File: config.mk
export PLATFORM = sky130hd
export DESIGN_NAME = civil_date_to_day_number
export DESIGN_NICKNAME = d
export VERILOG_FILES = /design/src/design/cdtd_pkg.sv /design/src/design/cdtd_prep.sv /design/src/design/cdtd_era.sv /design/src/design/cdtd_sum.sv /design/src/design/civil_date_to_day_number.sv
export SDC_FILE = /design/constraint.sdc
export NUM_CORES = 1
export LEC_CHECK = 0
export BUFFER_PORTS_ARGS = -buffer_cell sky130_fd_sc_hd__buf_2
export CAP_MARGIN = 20
export CELL_PAD_IN_SITES_DETAIL_PLACEMENT = 1
export CELL_PAD_IN_SITES_GLOBAL_PLACEMENT = 1
export CORE_MARGIN = 1
export CORE_UTILIZATION = 40
export DETAILED_ROUTE_END_ITERATION = 10
export GPL_TIMING_DRIVEN = 0
export HOLD_SLACK_MARGIN = 0.12
export PLACE_DENSITY_LB_ADDON = 0.1
export SETUP_SLACK_MARGIN = 0.15
export SLEW_MARGIN = 20
export SYNTH_ARGS = -nofsm -noshare
export SYNTH_HDL_FRONTEND = slang
export SYNTH_SLANG_ARGS = --single-unit
export TNS_END_PERCENT = 20
File: constraint.sdc
create_clock -name clk -period 7.5 [get_ports clk]
set_input_delay 1.125 -clock clk [delete_from_list [all_inputs] [get_ports clk]]
set_output_delay 1.125 -clock clk [all_outputs]
set_load 0.005 [all_outputs]
File: src/design/cdtd_pkg.sv
// Shared types and constants for the civil date to day number converter.
// Holds stage payload structs, calendar constants and the March-based day-of-year table.
// No dependencies.
package cdtd_pkg;

    localparam int YEAR_W      = 12;
    localparam int MONTH_W     = 4;
    localparam int DAY_W       = 5;
    localparam int HOUR_W      = 5;
    localparam int MINUTE_W    = 6;
    localparam int OFFSET_W    = 7;
    localparam int DAYNUM_W    = 21;

    localparam int YADJ_W      = YEAR_W + 1;   // year after March shift, signed -1..4095
    localparam int DOY_W       = 10;           // signed day of year -1..397
    localparam int MOD_W       = 13;           // signed minute of day plus offset
    localparam int ERA_W       = 5;            // signed era -1..10
    localparam int YOE_W       = 9;            // year of era 0..399
    localparam int DOE_W       = 19;           // signed day of era
    localparam int DELTA_W     = 2;            // signed day carry -1..1

    localparam int YEARS_PER_ERA = 400;
    localparam int DAYS_PER_ERA  = 146097;
    localparam int EPOCH_SHIFT   = 719468;
    localparam int MIN_PER_DAY   = 1440;
    localparam int MIN_PER_HOUR  = 60;
    localparam int MIN_PER_STEP  = 15;
    localparam int DAYS_PER_YEAR = 365;

    // floor(y / 400) == (y * ERA_RECIP) >> ERA_SHIFT for 0 <= y < 4096
    localparam int ERA_RECIP   = 10486;
    localparam int ERA_RECIP_W = 14;
    localparam int ERA_SHIFT   = 22;

    localparam int TDATA_IN_W  = 32;
    localparam int TDATA_OUT_W = 48;

    // (153 * mp + 2) / 5 indexed by raw month, mp = month - 3 or month + 9
    localparam logic [8:0] DOY_BASE [16] = '{
        9'd275, 9'd306, 9'd337, 9'd0,   9'd31,  9'd61,  9'd92,  9'd122,
        9'd153, 9'd184, 9'd214, 9'd245, 9'd275, 9'd306, 9'd337, 9'd367
    };

    typedef struct packed {
        logic signed [YADJ_W-1:0] year_adj;
        logic signed [DOY_W-1:0]  doy;
        logic signed [MOD_W-1:0]  min_of_day;
    } prep_t;

    typedef struct packed {
        logic [YOE_W-1:0]            yoe;
        logic signed [DAYNUM_W-1:0]  era_base;
        logic signed [DOY_W-1:0]     doy;
        logic signed [DELTA_W-1:0]   delta;
    } era_t;

    typedef struct packed {
        logic signed [DAYNUM_W-1:0] utc_day_number;
        logic signed [DAYNUM_W-1:0] local_day_number;
    } result_t;

endpackage

File: src/design/cdtd_prep.sv
// Front stage: March year shift, day of year and minute of day with zone offset.
// Depends on cdtd_pkg.
module cdtd_prep
    import cdtd_pkg::*;
(
    input  logic                       clk,
    input  logic                       rst_n,
    input  logic                       in_valid,
    output logic                       in_ready,
    input  logic [YEAR_W-1:0]          year,
    input  logic [MONTH_W-1:0]         month,
    input  logic [DAY_W-1:0]           day_of_month,
    input  logic [HOUR_W-1:0]          hour,
    input  logic [MINUTE_W-1:0]        minute,
    input  logic signed [OFFSET_W-1:0] offset,
    output logic                       out_valid,
    input  logic                       out_ready,
    output prep_t                      out_data
);

    logic  valid_reg;
    prep_t data_reg;
    prep_t data_next;
    logic  en;

    assign en       = !valid_reg || out_ready;
    assign in_ready = en;

    always_comb
    begin
        // months 0..2 belong to the previous March-based year
        if (month <= MONTH_W'(2))
            data_next.year_adj = $signed({1'b0, year}) - YADJ_W'(1);
        else
            data_next.year_adj = $signed({1'b0, year});
        data_next.doy = $signed({1'b0, DOY_BASE[month]})
                      + $signed(DOY_W'(day_of_month)) - DOY_W'(1);
        data_next.min_of_day = $signed(MOD_W'(hour)) * MOD_W'(MIN_PER_HOUR)
                             + $signed(MOD_W'(minute))
                             + MOD_W'(offset) * MOD_W'(MIN_PER_STEP);
    end

    always_ff @(posedge clk or negedge rst_n)
    begin
        if (!rst_n)
            valid_reg <= 1'b0;
        else if (en)
            valid_reg <= in_valid;
    end

    always_ff @(posedge clk)
    begin
        if (en && in_valid)
            data_reg <= data_next;
    end

    assign out_valid = valid_reg;
    assign out_data  = data_reg;

endmodule

File: src/design/cdtd_era.sv
// Era stages: era by reciprocal multiply, then year of era and era day base.
// Also resolves the local day carry. Depends on cdtd_pkg.
module cdtd_era
    import cdtd_pkg::*;
(
    input  logic  clk,
    input  logic  rst_n,
    input  logic  in_valid,
    output logic  in_ready,
    input  prep_t in_data,
    output logic  out_valid,
    input  logic  out_ready,
    output era_t  out_data
);

    localparam int PROD_W = YEAR_W + ERA_RECIP_W;
    localparam int BASE_W = DAYNUM_W + 1;

    logic                       v1_reg;
    logic signed [YADJ_W-1:0]   year_reg;
    logic signed [ERA_W-1:0]    era_reg;
    logic signed [ERA_W-1:0]    era_next;
    logic signed [DOY_W-1:0]    doy_reg;
    logic signed [DELTA_W-1:0]  delta_reg;
    logic signed [DELTA_W-1:0]  delta_next;
    logic [PROD_W-1:0]          prod;

    logic  v2_reg;
    era_t  data_reg;
    era_t  data_next;
    logic signed [BASE_W-1:0]   base_wide;
    logic signed [YADJ_W-1:0]   yoe_wide;

    logic en1;
    logic en2;

    assign en2      = !v2_reg || out_ready;
    assign en1      = !v1_reg || en2;
    assign in_ready = en1;

    always_comb
    begin
        prod = PROD_W'(in_data.year_adj[YEAR_W-1:0]) * PROD_W'(ERA_RECIP);
        if (in_data.year_adj < 0)
            era_next = -ERA_W'(1);
        else
            era_next = $signed(ERA_W'(prod >> ERA_SHIFT));
        // offset can push the minute count at most one day either way
        if (in_data.min_of_day < 0)
            delta_next = -DELTA_W'(1);
        else if (in_data.min_of_day >= MOD_W'(MIN_PER_DAY))
            delta_next = DELTA_W'(1);
        else
            delta_next = '0;
    end

    always_comb
    begin
        yoe_wide  = year_reg - YADJ_W'(era_reg) * YADJ_W'(YEARS_PER_ERA);
        base_wide = BASE_W'(era_reg) * BASE_W'(DAYS_PER_ERA) - BASE_W'(EPOCH_SHIFT);
        data_next.yoe      = yoe_wide[YOE_W-1:0];
        data_next.era_base = base_wide[DAYNUM_W-1:0];
        data_next.doy      = doy_reg;
        data_next.delta    = delta_reg;
    end

    always_ff @(posedge clk or negedge rst_n)
    begin
        if (!rst_n)
        begin
            v1_reg <= 1'b0;
            v2_reg <= 1'b0;
        end
        else
        begin
            if (en1)
                v1_reg <= in_valid;
            if (en2)
                v2_reg <= v1_reg;
        end
    end

    always_ff @(posedge clk)
    begin
        if (en1 && in_valid)
        begin
            year_reg  <= in_data.year_adj;
            era_reg   <= era_next;
            doy_reg   <= in_data.doy;
            delta_reg <= delta_next;
        end
        if (en2 && v1_reg)
            data_reg <= data_next;
    end

    assign out_valid = v2_reg;
    assign out_data  = data_reg;

endmodule

File: src/design/cdtd_sum.sv
// Summing stages: day of era from year of era, then the final day numbers.
// Second stage is the output register. Depends on cdtd_pkg.
module cdtd_sum
    import cdtd_pkg::*;
(
    input  logic    clk,
    input  logic    rst_n,
    input  logic    in_valid,
    output logic    in_ready,
    input  era_t    in_data,
    output logic    out_valid,
    input  logic    out_ready,
    output result_t out_data
);

    logic                       v1_reg;
    logic signed [DOE_W-1:0]    doe_reg;
    logic signed [DOE_W-1:0]    doe_next;
    logic signed [DAYNUM_W-1:0] base_reg;
    logic signed [DELTA_W-1:0]  delta_reg;
    logic [1:0]                 centuries;

    logic    v2_reg;
    result_t data_reg;
    result_t data_next;

    logic en1;
    logic en2;

    assign en2      = !v2_reg || out_ready;
    assign en1      = !v1_reg || en2;
    assign in_ready = en1;

    always_comb
    begin
        centuries = 2'(in_data.yoe >= YOE_W'(100)) + 2'(in_data.yoe >= YOE_W'(200))
                  + 2'(in_data.yoe >= YOE_W'(300));
        doe_next = $signed(DOE_W'(in_data.yoe) * DOE_W'(DAYS_PER_YEAR))
                 + $signed(DOE_W'(in_data.yoe >> 2))
                 - $signed(DOE_W'(centuries))
                 + DOE_W'(in_data.doy);
    end

    always_comb
    begin
        data_next.utc_day_number   = base_reg + DAYNUM_W'(doe_reg);
        data_next.local_day_number = base_reg + DAYNUM_W'(doe_reg) + DAYNUM_W'(delta_reg);
    end

    always_ff @(posedge clk or negedge rst_n)
    begin
        if (!rst_n)
        begin
            v1_reg <= 1'b0;
            v2_reg <= 1'b0;
        end
        else
        begin
            if (en1)
                v1_reg <= in_valid;
            if (en2)
                v2_reg <= v1_reg;
        end
    end

    always_ff @(posedge clk)
    begin
        if (en1 && in_valid)
        begin
            doe_reg   <= doe_next;
            base_reg  <= in_data.era_base;
            delta_reg <= in_data.delta;
        end
        if (en2 && v1_reg)
            data_reg <= data_next;
    end

    assign out_valid = v2_reg;
    assign out_data  = data_reg;

endmodule

File: src/design/civil_date_to_day_number.sv
// Civil date to day number converter, top level.
// Items pass through five pipeline stages, in cdtd_prep, cdtd_era and cdtd_sum.
// Throughput is one item per cycle while m_tready holds; each stage holds under stall and bubbles close up.
// Reset clears all stage valid bits and sets the zone offset to zero.
// Depends on cdtd_pkg, cdtd_prep, cdtd_era and cdtd_sum.
module civil_date_to_day_number
    import cdtd_pkg::*;
(
    input  logic                   clk,
    input  logic                   rst_n,
    input  logic                   s_tvalid,
    output logic                   s_tready,
    // year[11:0], month[15:12], day_of_month[20:16], hour[25:21], minute[31:26]
    input  logic [TDATA_IN_W-1:0]  s_tdata,
    output logic                   m_tvalid,
    input  logic                   m_tready,
    // utc_day_number[20:0], local_day_number[41:21], zero fill[47:42]
    output logic [TDATA_OUT_W-1:0] m_tdata,
    input  logic                   cfg_valid,
    output logic                   cfg_ready,
    input  logic [OFFSET_W-1:0]    cfg_data
);

    logic signed [OFFSET_W-1:0] offset_reg;

    logic    prep_valid;
    logic    prep_ready;
    prep_t   prep_data;
    logic    era_valid;
    logic    era_ready;
    era_t    era_data;
    result_t result;

    assign cfg_ready = 1'b1;

    always_ff @(posedge clk or negedge rst_n)
    begin
        if (!rst_n)
            offset_reg <= '0;
        else if (cfg_valid)
            offset_reg <= $signed(cfg_data);
    end

    cdtd_prep u_prep (
        .clk          (clk),
        .rst_n        (rst_n),
        .in_valid     (s_tvalid),
        .in_ready     (s_tready),
        .year         (s_tdata[11:0]),
        .month        (s_tdata[15:12]),
        .day_of_month (s_tdata[20:16]),
        .hour         (s_tdata[25:21]),
        .minute       (s_tdata[31:26]),
        .offset       (offset_reg),
        .out_valid    (prep_valid),
        .out_ready    (prep_ready),
        .out_data     (prep_data)
    );

    cdtd_era u_era (
        .clk       (clk),
        .rst_n     (rst_n),
        .in_valid  (prep_valid),
        .in_ready  (prep_ready),
        .in_data   (prep_data),
        .out_valid (era_valid),
        .out_ready (era_ready),
        .out_data  (era_data)
    );

    cdtd_sum u_sum (
        .clk       (clk),
        .rst_n     (rst_n),
        .in_valid  (era_valid),
        .in_ready  (era_ready),
        .in_data   (era_data),
        .out_valid (m_tvalid),
        .out_ready (m_tready),
        .out_data  (result)
    );

    assign m_tdata = {{(TDATA_OUT_W - 2*DAYNUM_W){1'b0}},
                      result.local_day_number, result.utc_day_number};

`ifndef SYNTHESIS
    logic signed [DAYNUM_W-1:0] day_gap;
    assign day_gap = result.local_day_number - result.utc_day_number;

    // an empty output stage lets every stage advance
    assert property (@(posedge clk) disable iff (!rst_n) !m_tvalid |-> s_tready)
        else $error("input stalled while output stage empty");

    // an accepted item lands in the front stage
    assert property (@(posedge clk) disable iff (!rst_n)
        s_tvalid && s_tready |=> prep_valid)
        else $error("accepted item lost at front stage");

    // local day stays within one day of the utc day
    assert property (@(posedge clk) disable iff (!rst_n)
        m_tvalid |-> (day_gap == 0 || day_gap == 1 || day_gap == -1))
        else $error("local day more than one day from utc day");
`endif

endmodule
==> results by group <==
Clocking
  • Buffer depth of the longest clock path: 2
  • TritonCTS clock tree: done
  • Insertion delay of the later-clocked pin in the worst-skew pair: 0.49 ns
  • Clock-pin slew of the registers on the worst-case setup and hold paths: 0.08 ns
  • Number of H-tree levels: 4
  • TritonCTS Buffers: 17
  • Total of hold buffers inserted after clock tree synthesis: 0
  • CTS resizes: 0
  • Clock tree root driver cell: sky130_fd_sc_hd__clkbuf_16
  • Setup Fix Bufs, Post-CTS: 0
  • Sink count of the clock tree: 195

Yosys
  • Post-synth EDFFs: 183
  • Biggest area contributors in the synthesized netlist: sky130_fd_sc_hd__edfxtp_1 (31%), sky130_fd_sc_hd__ha_1 (22%), sky130_fd_sc_hd__fa_1 (16%)
  • Most used standard cells in the synthesized netlist: sky130_fd_sc_hd__ha_1 (312), sky130_fd_sc_hd__inv_1 (290), sky130_fd_sc_hd__edfxtp_1 (183)
  • Number of different library cells in the post-synthesis netlist: just under 70
  • Synth warn: 0
  • Most used DFF post-synth: sky130_fd_sc_hd__edfxtp_1
  • Cell taking the most area after synthesis: sky130_fd_sc_hd__edfxtp_1
  • Post-Synthesis Cells: 1,528
  • Yosys top cell area share: 31.4%
  • Netlist area before placement: 0.0175 mm2
  • Cell with the most instances after synthesis: sky130_fd_sc_hd__ha_1
  • Sequential-to-total area share from yosys stat: between 30% and 40%
  • Share of synthesized flip-flops with an asynchronous set or reset: ~6.2%
  • FF+latch count, synth: 195
  • Mean Syn Cell Area: around 11 um2

Global route
  • Number of global-route vias before repair: 11,800
  • Total global routing overflow: 0
  • Combined global-route utilization of all metal layers: about 17%
  • Global-route wire length before repair: 59.3 mm
  • Initial antenna violation count: 0
  • Pin count of the biggest net entering global routing: 34

Detailed routing
  • Wire length reported by the detailed router: 35.1 mm
  • Total vias in the final route: around 11,000
  • Number of remaining DRC errors: 0
  • Wire per inst: 15.7 um
  • First drt pass iteration count: 4
  • Antenna viol nets, final: 0
  • Detail-routed via count per cell: 4.86
  • Iteration-0 DRC Markers: 284

Floorplan
  • Die Area: about 0.045 mm2
  • CORE AREA: 0.0431 mm2
  • Effective utilization at floorplan: 40.6%
  • Site row count: 76
  • I/O Pins: 95
  • Die H: 211 um
  • Die Wd: 211 um

Critical path
  • Critical path capture point type: flop
  • Crit Path Category: flop to flop
  • Arr. time, crit path: 6.51 ns
  • Crit path launch type: flop
  • Maximum net fanout on the critical path: 7
  • First element of the critical path: u_era.out_data[37]
  • Delay of the slowest critical-path stage: roughly 0.66 ns
  • Slowest cell on the critical path: sky130_fd_sc_hd__edfxtp_1
  • Cell-by-cell listing of the critical path: inv_1 > ha_1 > a21oi_1 > o21ai_0 > a211o_1 > fa_1 > inv_1 > ha_1 > inv_1 > ha_1 > fa_1 > fa_1 > inv_1 > fa_1 > a21o_1 > a21oi_1 > o21ai_0 > a31oi_1 > o211ai_1 > a21o_1 > a21oi_1 > xnor2_1
  • Worst reg2reg startpoint: u_era.out_data[37]
  • CP Data Required Time: 7.73 ns

Flow run
  • MaxCap Viol Count: 0

Placement
  • IO buf count: 84
  • Gp weighted congestion: 0.807
  • HPWL Detailed: 29.6 mm

Cells and area
  • Final Net Count: about 2,100
  • Antenna Cells: 0
  • Fraction of layout instances using a drive strength above 1: about a tenth
  • Area growth, synth to finish: 10.9%

Timing
  • Fin. max-slew vios: 0
  • Setup repair after global routing missed its margin: no
  • Relative max-transition margin: 29.6%
  • Largest clock skew in the final design: 0.0138 ns
  • Final number of setup-violating endpoints: 0
  • Aggregate negative setup slack: 0 ns
  • Transition time at the pin with the least slew margin: 1.06 ns
  • Peak Freq: 0.159 GHz
  • Share of the clock period used by the worst path: a little over four fifths
  • Hold violation count in the final report: 0
  • Final critical path time including I/O delays and setup: around 6.3 ns

Worst hold path
  • Startpoint of the worst hold path: u_era.doy_reg[9]
  • Worst hold path class: flop to flop

Status
  • Outcome: completed
worst paths after layout:
path / endpoint / slack [ns] / depth (start not counted)
max: u_sum.doe_reg[18] / 1.21 / 22
max in group asynchronous: u_era.out_valid / 6.78 / 1
max reg2reg: u_sum.doe_reg[18] / 1.21 / 22
min: u_era.out_data[11] / 0.42 / 0
min in group asynchronous: offset_reg[1] / 0.50 / 1
min reg2reg: u_era.out_data[11] / 0.42 / 0
critical path: cells and delay by family (launching register included):
kind / cells / cell delay, ns
adder cells (fa/ha/maj): 7 / 2.70
AO/OA/AOI/OAI: 10 / 2.12
flip-flops: 1 / 0.66
buffers and inverters: 4 / 0.44
XOR/XNOR: 1 / 0.11
metal layers:
| layer | global-route usage (%) | share of wire [%] | wire length (um) |
|---|---|---|---|
| met4 | 5.00 | 1.5 | 527 |
| met3 | 2.87 | 1.8 | 617 |
| met2 | 30.2 | 51 | 18000 |
| met1 | 21.1 | 45 | 15900 |
| met5 | 0 | 0 | 0 |
cell families (layout without fill, tap and decap cells):
logic type,count (synthesis),after routing,synth area share [%]
AOI/OAI and AO/OA,259,259,9.74
muxes,10,10,0.686
xor gates and xnor gates,122,122,6.10
DFF,195,195,33.1
adders and majority gates,454,454,38.5
buffers and inverters,303,423,6.66
other,2,7,0.0429
and+or+nand+nor,183,183,5.12
metrics by stage:
stage / utilization [%] / setup slack [ns] / area [um2] / hold WS (ns) / cells
finish: 45.1 / 1.21 / 19400 / 0.416 / 2238
global route: 45.1 / 0.794 / 19400 / 0.426 / 2238
CTS: 45.1 / 1.16 / 19400 / 0.419 / 2238
detailed placement: 43.6 / 1.21 / 18800 / 0.406 / 2206
global placement: 43.4 / 1.28 / 18700 / 0.401 / 2202
floorplan: - / 2.15 / 17500 / 0.400 / 1533
cell type report:
type / instances / area (um2)
Tap cell: 585 / 732
Sequential cell: 195 / 5800
Clock buffer: 17 / 425
Inverter: 290 / 1090
Fill cell: 4659 / 23700
Buffer: 13 / 77.6
Clock inverter: 15 / 208
Timing Repair Buffer: 88 / 508
Multi-Input combinational cell: 1035 / 10600
cells in the final DEF, fill, tap and decap left out, drive strengths merged, types with 3 or more instances in the layout:
cell type  count
ha           312
inv          301
edfxtp       183
fa           142
buf           97
xnor2         87
a21oi         84
nor2          50
a21o          45
nand2         43
o21ai         43
xor2          35
o21bai        24
clkbuf        21
nand3         18
nand2b        14
nor3          14
dfrtp         12
o21a          10
a31oi          9
nand4          8
a211oi         8
conb           7
nor2b          7
and3           6
mux2           6
or2            5
o31ai          5
and2           5
and4           4
o211ai         4
clkinv         4
mux2i          3
a211o          3
Power is not shown: default switching activity piles up to over one toggle a cycle in this logic, so the estimate is an artifact.
